### src/rtl/okt_pkg.sv
// Shared constants and types for the on-off keyed remote frame transmitter.
`timescale 1ns / 1ps

package okt_pkg;

  localparam int SENDER_BITS = 26;
  localparam int UNIT_BITS   = 4;
  localparam int DATA_BITS   = SENDER_BITS + 2 + UNIT_BITS;
  localparam int BIT_IDX_W   = $clog2(DATA_BITS);
  localparam int LAST_SEG    = 4 + 4 * DATA_BITS;
  localparam int SEG_W       = 8;
  localparam int TIME_W      = 14;
  localparam int CFG_IDX_W   = 2;

  localparam logic [TIME_W-1:0] SHORT_RST = 14'd281;
  localparam logic [TIME_W-1:0] LONG_RST  = 14'd1346;
  localparam logic [TIME_W-1:0] SYNC_RST  = 14'd9900;
  localparam logic [TIME_W-1:0] START_RST = 14'd2772;

  localparam logic [CFG_IDX_W-1:0] REG_SHORT_PULSE = 2'd0;
  localparam logic [CFG_IDX_W-1:0] REG_LONG_GAP    = 2'd1;
  localparam logic [CFG_IDX_W-1:0] REG_SYNC_GAP    = 2'd2;
  localparam logic [CFG_IDX_W-1:0] REG_START_GAP   = 2'd3;

  localparam logic OP_TICK  = 1'b0;
  localparam logic OP_START = 1'b1;

  typedef struct packed {
    logic [TIME_W-1:0] short_pulse;
    logic [TIME_W-1:0] long_gap;
    logic [TIME_W-1:0] sync_gap;
    logic [TIME_W-1:0] start_gap;
  } okt_cfg_t;

  typedef struct packed {
    logic line_level;
    logic busy;
    logic frame_done;
  } okt_res_t;

endpackage

### src/rtl/okt_seq.sv
// Segment sequencer: frame word, segment index, gap timer and line level.
`timescale 1ns / 1ps

module okt_seq
  import okt_pkg::*;
(
  input  logic                   clk_i,
  input  logic                   rst_ni,
  input  logic                   step_i,
  input  logic                   operation_i,
  input  logic [SENDER_BITS-1:0] sender_code_i,
  input  logic [UNIT_BITS-1:0]   unit_code_i,
  input  logic                   switch_on_i,
  input  okt_cfg_t               cfg_i,
  output okt_res_t               res_o
);

  logic [DATA_BITS-1:0] frame_q, frame_d;
  logic [SEG_W-1:0]     seg_q, seg_d;
  logic [TIME_W-1:0]    time_q, time_d;
  logic                 level_q, level_d;
  logic                 sending_q, sending_d;
  logic                 done;

  logic [TIME_W-1:0]    time_dec;
  logic [SEG_W-1:0]     seg_inc;
  logic [SEG_W-1:0]     seg_ofs;
  logic [BIT_IDX_W-1:0] bit_pos;
  logic                 data_bit;
  logic                 nxt_level;
  logic [TIME_W-1:0]    nxt_len;
  logic [TIME_W-1:0]    short_len;
  logic [TIME_W-1:0]    long_len;

  function automatic logic [TIME_W-1:0] at_least_one(input logic [TIME_W-1:0] v);
    return (v == '0) ? TIME_W'(1) : v;
  endfunction

  assign time_dec  = time_q - TIME_W'(1);
  assign seg_inc   = seg_q + SEG_W'(1);
  assign seg_ofs   = seg_inc - SEG_W'(4);
  assign bit_pos   = BIT_IDX_W'(DATA_BITS - 1) - seg_ofs[BIT_IDX_W+1:2];
  assign data_bit  = frame_q[bit_pos];
  assign short_len = at_least_one(cfg_i.short_pulse);
  assign long_len  = at_least_one(cfg_i.long_gap);

  // Level and length of the segment that follows the current one.
  always_comb begin
    nxt_level = 1'b1;
    nxt_len   = short_len;
    if (seg_inc == SEG_W'(1)) begin
      nxt_level = 1'b0;
      nxt_len   = at_least_one(cfg_i.sync_gap);
    end else if (seg_inc == SEG_W'(3)) begin
      nxt_level = 1'b0;
      nxt_len   = at_least_one(cfg_i.start_gap);
    end else if (seg_inc > SEG_W'(3) && seg_inc < SEG_W'(LAST_SEG)) begin
      case (seg_ofs[1:0])
        2'd1: begin
          nxt_level = 1'b0;
          nxt_len   = data_bit ? long_len : short_len;
        end
        2'd3: begin
          nxt_level = 1'b0;
          nxt_len   = data_bit ? short_len : long_len;
        end
        default: begin
          nxt_level = 1'b1;
          nxt_len   = short_len;
        end
      endcase
    end
  end

  always_comb begin
    frame_d   = frame_q;
    seg_d     = seg_q;
    time_d    = time_q;
    level_d   = level_q;
    sending_d = sending_q;
    done      = 1'b0;
    if (step_i) begin
      if (operation_i == OP_START) begin
        if (!sending_q) begin
          frame_d   = {sender_code_i, 1'b0, switch_on_i, unit_code_i};
          seg_d     = '0;
          level_d   = 1'b1;
          time_d    = short_len;
          sending_d = 1'b1;
        end
      end else if (sending_q) begin
        time_d = time_dec;
        if (time_dec == '0) begin
          if (seg_inc <= SEG_W'(LAST_SEG)) begin
            seg_d   = seg_inc;
            level_d = nxt_level;
            time_d  = nxt_len;
          end else begin
            seg_d     = '0;
            level_d   = 1'b0;
            sending_d = 1'b0;
            done      = 1'b1;
          end
        end
      end
    end
  end

  always_ff @(posedge clk_i or negedge rst_ni) begin
    if (!rst_ni) begin
      frame_q   <= '0;
      seg_q     <= '0;
      time_q    <= '0;
      level_q   <= 1'b0;
      sending_q <= 1'b0;
    end else begin
      frame_q   <= frame_d;
      seg_q     <= seg_d;
      time_q    <= time_d;
      level_q   <= level_d;
      sending_q <= sending_d;
    end
  end

  assign res_o.line_level = level_d;
  assign res_o.busy       = sending_d;
  assign res_o.frame_done = done;

endmodule

### src/rtl/okt_out_buf.sv
// Output register with a skid stage for result words.
`timescale 1ns / 1ps

module okt_out_buf
  import okt_pkg::*;
(
  input  logic     clk_i,
  input  logic     rst_ni,
  input  logic     push_i,
  input  okt_res_t data_i,
  output logic     full_o,
  output logic     out_valid_o,
  input  logic     out_stall_i,
  output okt_res_t data_o
);

  logic     out_valid_q, out_valid_d;
  logic     skid_valid_q, skid_valid_d;
  okt_res_t out_data_q, out_data_d;
  okt_res_t skid_data_q, skid_data_d;
  logic     out_free;

  assign out_free = !out_valid_q || !out_stall_i;

  always_comb begin
    out_valid_d  = out_valid_q;
    skid_valid_d = skid_valid_q;
    out_data_d   = out_data_q;
    skid_data_d  = skid_data_q;
    if (out_free) begin
      if (skid_valid_q) begin
        out_valid_d  = 1'b1;
        out_data_d   = skid_data_q;
        skid_valid_d = 1'b0;
      end else begin
        out_valid_d = push_i;
        out_data_d  = data_i;
      end
    end else if (push_i) begin
      skid_valid_d = 1'b1;
      skid_data_d  = data_i;
    end
  end

  always_ff @(posedge clk_i or negedge rst_ni) begin
    if (!rst_ni) begin
      out_valid_q  <= 1'b0;
      skid_valid_q <= 1'b0;
    end else begin
      out_valid_q  <= out_valid_d;
      skid_valid_q <= skid_valid_d;
    end
  end

  always_ff @(posedge clk_i) begin
    out_data_q  <= out_data_d;
    skid_data_q <= skid_data_d;
  end

  assign full_o      = skid_valid_q;
  assign out_valid_o = out_valid_q;
  assign data_o      = out_data_q;

endmodule

### src/rtl/ook_remote_frame_transmitter.sv
// Top level of the on-off keyed remote-control frame transmitter.
//
//   channel   direction  handshake              payload
//   input     in         in_valid_i/in_stall_o  operation, sender_code, unit_code, switch_on
//   result    out        out_valid_o/out_stall_i line_level, busy_res, frame_done
//   config    in         cfg_valid_i/cfg_ready_o cfg_index_i, cfg_data_i
//
// Words are handled combinationally; a new one can be taken every cycle while in_stall_o is low.
// Its result is registered, in the skid stage instead while the output stalls.
// A skid stage keeps taking words while one result waits; input stalls
// only when both result slots hold words. Reset clears the frame state and
// loads the default timing registers; the config port is always ready.
`timescale 1ns / 1ps

module ook_remote_frame_transmitter
  import okt_pkg::*;
(
  input  logic                   clk_i,
  input  logic                   rst_ni,
  input  logic                   in_valid_i,
  output logic                   in_stall_o,
  input  logic                   operation_i,
  input  logic [SENDER_BITS-1:0] sender_code_i,
  input  logic [UNIT_BITS-1:0]   unit_code_i,
  input  logic                   switch_on_i,
  output logic                   out_valid_o,
  input  logic                   out_stall_i,
  output logic                   line_level_o,
  output logic                   busy_res_o,
  output logic                   frame_done_o,
  input  logic                   cfg_valid_i,
  output logic                   cfg_ready_o,
  input  logic [CFG_IDX_W-1:0]   cfg_index_i,
  input  logic [TIME_W-1:0]      cfg_data_i
);

  okt_cfg_t cfg_q, cfg_d;
  okt_res_t res_next;
  okt_res_t res_out;
  logic     buf_full;
  logic     in_take;

  assign cfg_ready_o = 1'b1;
  assign in_stall_o  = buf_full;
  assign in_take     = in_valid_i && !buf_full;

  always_comb begin
    cfg_d = cfg_q;
    if (cfg_valid_i) begin
      unique case (cfg_index_i)
        REG_SHORT_PULSE: cfg_d.short_pulse = cfg_data_i;
        REG_LONG_GAP:    cfg_d.long_gap    = cfg_data_i;
        REG_SYNC_GAP:    cfg_d.sync_gap    = cfg_data_i;
        REG_START_GAP:   cfg_d.start_gap   = cfg_data_i;
        default:         cfg_d             = cfg_q;
      endcase
    end
  end

  always_ff @(posedge clk_i or negedge rst_ni) begin
    if (!rst_ni) begin
      cfg_q.short_pulse <= SHORT_RST;
      cfg_q.long_gap    <= LONG_RST;
      cfg_q.sync_gap    <= SYNC_RST;
      cfg_q.start_gap   <= START_RST;
    end else begin
      cfg_q <= cfg_d;
    end
  end

  okt_seq u_seq (
    .clk_i         (clk_i),
    .rst_ni        (rst_ni),
    .step_i        (in_take),
    .operation_i   (operation_i),
    .sender_code_i (sender_code_i),
    .unit_code_i   (unit_code_i),
    .switch_on_i   (switch_on_i),
    .cfg_i         (cfg_q),
    .res_o         (res_next)
  );

  okt_out_buf u_out_buf (
    .clk_i       (clk_i),
    .rst_ni      (rst_ni),
    .push_i      (in_take),
    .data_i      (res_next),
    .full_o      (buf_full),
    .out_valid_o (out_valid_o),
    .out_stall_i (out_stall_i),
    .data_o      (res_out)
  );

  assign line_level_o = res_out.line_level;
  assign busy_res_o   = res_out.busy;
  assign frame_done_o = res_out.frame_done;

endmodule

### config.mk
export PLATFORM = sky130hd
export DESIGN_NAME = ook_remote_frame_transmitter
export DESIGN_NICKNAME = d
export VERILOG_FILES = /design/src/rtl/okt_pkg.sv /design/src/rtl/okt_seq.sv /design/src/rtl/okt_out_buf.sv /design/src/rtl/ook_remote_frame_transmitter.sv
export SDC_FILE = /design/constraint.sdc
export NUM_CORES = 1
export LEC_CHECK = 0
export BUFFER_PORTS_ARGS = -buffer_cell sky130_fd_sc_hd__buf_2
export CAP_MARGIN = 0
export CORE_MARGIN = 3
export CORE_UTILIZATION = 65
export CTS_CLUSTER_DIAMETER = 30
export DETAILED_ROUTE_END_ITERATION = 8
export GPL_TIMING_DRIVEN = 0
export PLACE_DENSITY = 0.85
export SLEW_MARGIN = 20
export SYNTH_ARGS = -nofsm -noshare
export SYNTH_HDL_FRONTEND = slang
export SYNTH_HIERARCHICAL = 1
export SYNTH_SLANG_ARGS = --single-unit
### constraint.sdc
create_clock -name clk_i -period 6.45 [get_ports clk_i]
set_input_delay 0.645 -clock clk_i [delete_from_list [all_inputs] [get_ports clk_i]]
set_output_delay 0.645 -clock clk_i [all_outputs]
set_load 0.05 [all_outputs]
==> impl_metrics.tcl <==
set metrics [dict create \
    status "completed" \
    dieArea_mm2 0.01270 \
    min_period_ns 3.848 \
    cts.sinks 119 \
    gr-total-overflow 0 \
    insertion_delay_ns 0.43 \
    drive_gt1_frac 0.3288 \
    timing.rr.end "u_seq/time_q[12]$_DFFE_PN0P_" \
    drtIter0Drc 901 \
    numCtsBuffers 17 \
    cp-end-kind "flop" \
    powerDensity_mw_per_mm2 315.9 \
    post-route-util 0.7700 \
    startpoint_type "flop" \
    placeableCoreArea_mm2 0.01098 \
    die_h_um 112.7 \
    dpl.hpwl_mm 15.86 \
    worst_ep_required_time_ns 6.79 \
    arrival_ns 4.19 \
    postRouteWirelength_mm 22.25 \
    drt_first_pass_iters 6 \
    grt_pass1_wl_mm 35.29 \
    pwr-share-seq 0.416 \
    track_usage 0.3605 \
    clkTransAtPathRegs_ns 0.06 \
    syn2layout_area_growth_pct 14.27 \
    drv_cap 0 \
    post-route-period-util 0.5966 \
    cts_hold_buf 0 \
    start_util 0.6738 \
    clock_skew_ns 0.01208 \
    clkPwrFrac 0.339 \
    fin_nets 859 \
    dp_worst_setup_slack_ns 2.660 \
    ff2ff_path_depth 12 \
    async_reset_ff_frac 0.9496 \
    r2r_slack_ns 2.60 \
    ioPinCount 59 \
    synth.distinct_cells 99 \
    synth.ff_latch_count 119 \
    netlist_instances 722 \
    cts_max_level 4 \
    io_buffer_count 57 \
    hold_class "input port to async pin" \
    tightest_slew_ns 0.6743 \
    synth_ff_type "dfrtp_1" \
    rsz0062_at_grt "no" \
    synth_edf_count 6 \
    grt_pass1_vias 6458 \
    max_freq_mhz 259.9 \
    slew_headroom 0.5504 \
    combPwrFrac 0.245 \
    fp.dieW_um 112.7 \
    peakVddDrop_mv 0.3014 \
    final_area_mm2 0.008457 \
    insertedDiodeCount 0 \
    syn_area_per_cell_um2 10.25 \
    switching_share 0.3460 \
    yosysSeqAreaShare 0.4100 \
    setup_tns_ns 0 \
    cts_tree "yes" \
    hold_violations 0 \
    slew_violations 0 \
    finalSetupViolCount 0 \
    post_cts_buffers 0 \
    route.detailed.drc 0 \
    drt-vias-per-instance 6.873 \
    detail-route-antenna-nets 0 \
    wl_per_cell_um 23.37 \
    root_buffer "clkbuf_16" \
    gp_congestion 0.9880 \
    r2r_start "u_seq/seg_q[0]$_DFFE_PN0P_" \
    cts-resized-gates 0 \
    cellLeakagePower_uw 0.003601 \
    power.internal_uw 1747 \
    row_count 38 \
    antenna_found_initial 0 \
    critPathKind "flop to flop" \
    placed_cell_area_mm2 0.007895 \
    yosysWarnings 6 \
    grt_start_max_net_pins 66 \
    vias 6543 \
    syn_nets 782 \
    clockBufferDepth 2 \
    syn_area_mm2 0.007401 \
    power.switching_uw 924.5 \
    setup_ws_ns 2.602 \
    finalPower_uw 2672 \
    crit_fanout 10 \
]
flip-flops by register name (all words and copies together), names as in the netlist:
signal	count
u_seq/frame_q	31
u_seq/level_q	1
u_out_buf/full_o	1
u_seq/sending_q	1
u_out_buf/data_o	3
u_out_buf/out_valid_o	1
u_out_buf/skid_data_q	3
u_seq/time_q	14
u_seq/seg_q	8
cfg_q	56
cells in the mapped netlist (all sizes together) (5+ instances only):
master,instances,share of area
or3,5,0.0049
a211o,6,0.0071
o22ai,8,0.0086
nor3,17,0.014
a32oi,5,0.0069
a21boi,5,0.0071
dfstp,21,0.075
o31ai,11,0.012
and2,7,0.0059
a211oi,11,0.013
edfxtp,6,0.024
nor2,43,0.023
a22oi,8,0.0081
a31oi,11,0.010
buf,30,0.027
nor2b,9,0.0076
a22o,5,0.0059
o21ai,44,0.030
nand3,13,0.0095
inv,14,0.0071
clkbuf,17,0.0086
ha,7,0.012
nand2,64,0.035
mux2,92,0.14
mux2i,10,0.015
a21oi,38,0.026
dfrtp,92,0.31
a221oi,6,0.0079
and3,8,0.0068
xnor2,5,0.0059
nor4,12,0.013
nor3b,5,0.0066
nand4,6,0.0051
how the worst max path moves through the flow:
stage	start	endpoint	slack, ns
2_1_floorplan	u_seq/seg_q[0]$_DFFE_PN0P_	u_seq/time_q[6]$_DFFE_PN0P_	3.50
3_3_place_gp	operation_i	u_seq/time_q[1]$_DFFE_PN0P_	2.66
3_5_place_dp	operation_i	u_seq/time_q[1]$_DFFE_PN0P_	2.66
4_1_cts	u_seq/seg_q[0]$_DFFE_PN0P_	u_seq/time_q[12]$_DFFE_PN0P_	2.78
5_1_grt	u_seq/seg_q[0]$_DFFE_PN0P_	u_seq/time_q[12]$_DFFE_PN0P_	2.41
6_report	u_seq/seg_q[0]$_DFFE_PN0P_	u_seq/time_q[12]$_DFFE_PN0P_	2.60
area by class of cell:
cell class / count / area, um2
well taps: 140 / 175.2
clock buffers: 19 / 442.9
flip-flops and latches: 119 / 3034
repair buffers: 58 / 319.1
plain buffers: 47 / 265.3
multi-input cells: 541 / 4045
clock inverters: 13 / 118.9
inverters: 15 / 56.30
fillers: 724 / 2526
stage by stage:
step | std cells | hold slack, ns
CTS | 952 | 0.1681
global placement | 919 | 0.5047
floorplan | 722 | 0.3494
global route | 952 | 0.1834
detailed placement | 920 | 0.5034
finish | 952 | 0.1539
layer usage:
metal	global-route usage	up-vias	part of all wire
li1	-	2887	-
met1	0.4980	3179	0.42
met2	0.5312	410	0.45
met3	0.1027	67	0.10
met4	0.1635	0	0.034
met5	0	-	0
power by group through the flow:
stage | combinational, uW | sequential [uW] | clock, uW
finish | 656 | 1110 | 905
global route | 717 | 1130 | 943
CTS | 640 | 1100 | 912
detailed placement | 630 | 1110 | 0
global placement | 608 | 1100 | 0
floorplan | 467 | 1040 | 0
cell families (layout without fill, tap and decap cells):
logic type	count (synthesis)	count (layout)	share of synthesized area
buffers and inverters	62	152	0.04345
XOR/XNOR	9	9	0.01167
flip-flops	119	119	0.4100
AO/OA/AOI/OAI	209	209	0.2074
multiplexers	102	102	0.1557
AND/OR/NAND/NOR	213	213	0.1594
other	1	1	0.0005067
adder cells (fa/ha/maj)	7	7	0.01183
critical path, cell delays in order (launching register included):
cell,delay [ns]
dfrtp_1,0.45
ha_1,0.33
buf_2,0.22
inv_1,0.22
nand2_1,0.27
o21ai_0,0.27
a22oi_1,0.13
a22o_1,0.28
a32oi_2,0.37
a211oi_2,0.12
o2bb2ai_1,0.56
a221oi_1,0.28
o31ai_1,0.26
cell usage in the layout (no fill, tap or decap), types with 12 or more instances in the layout:
cell type  netlist  layout
inv_1           14      14
clkbuf_16        0      17
nor2_1          40      40
a21oi_1         38      38
nand2_1         61      61
nand3_1         12      12
dfstp_2         21      21
mux2_2          91      91
buf_2           14      70
clkbuf_1        17      18
dfrtp_1         92      92
nor3_1          14      14
o21ai_0         34      34
Power figures use the tool's default switching activity.
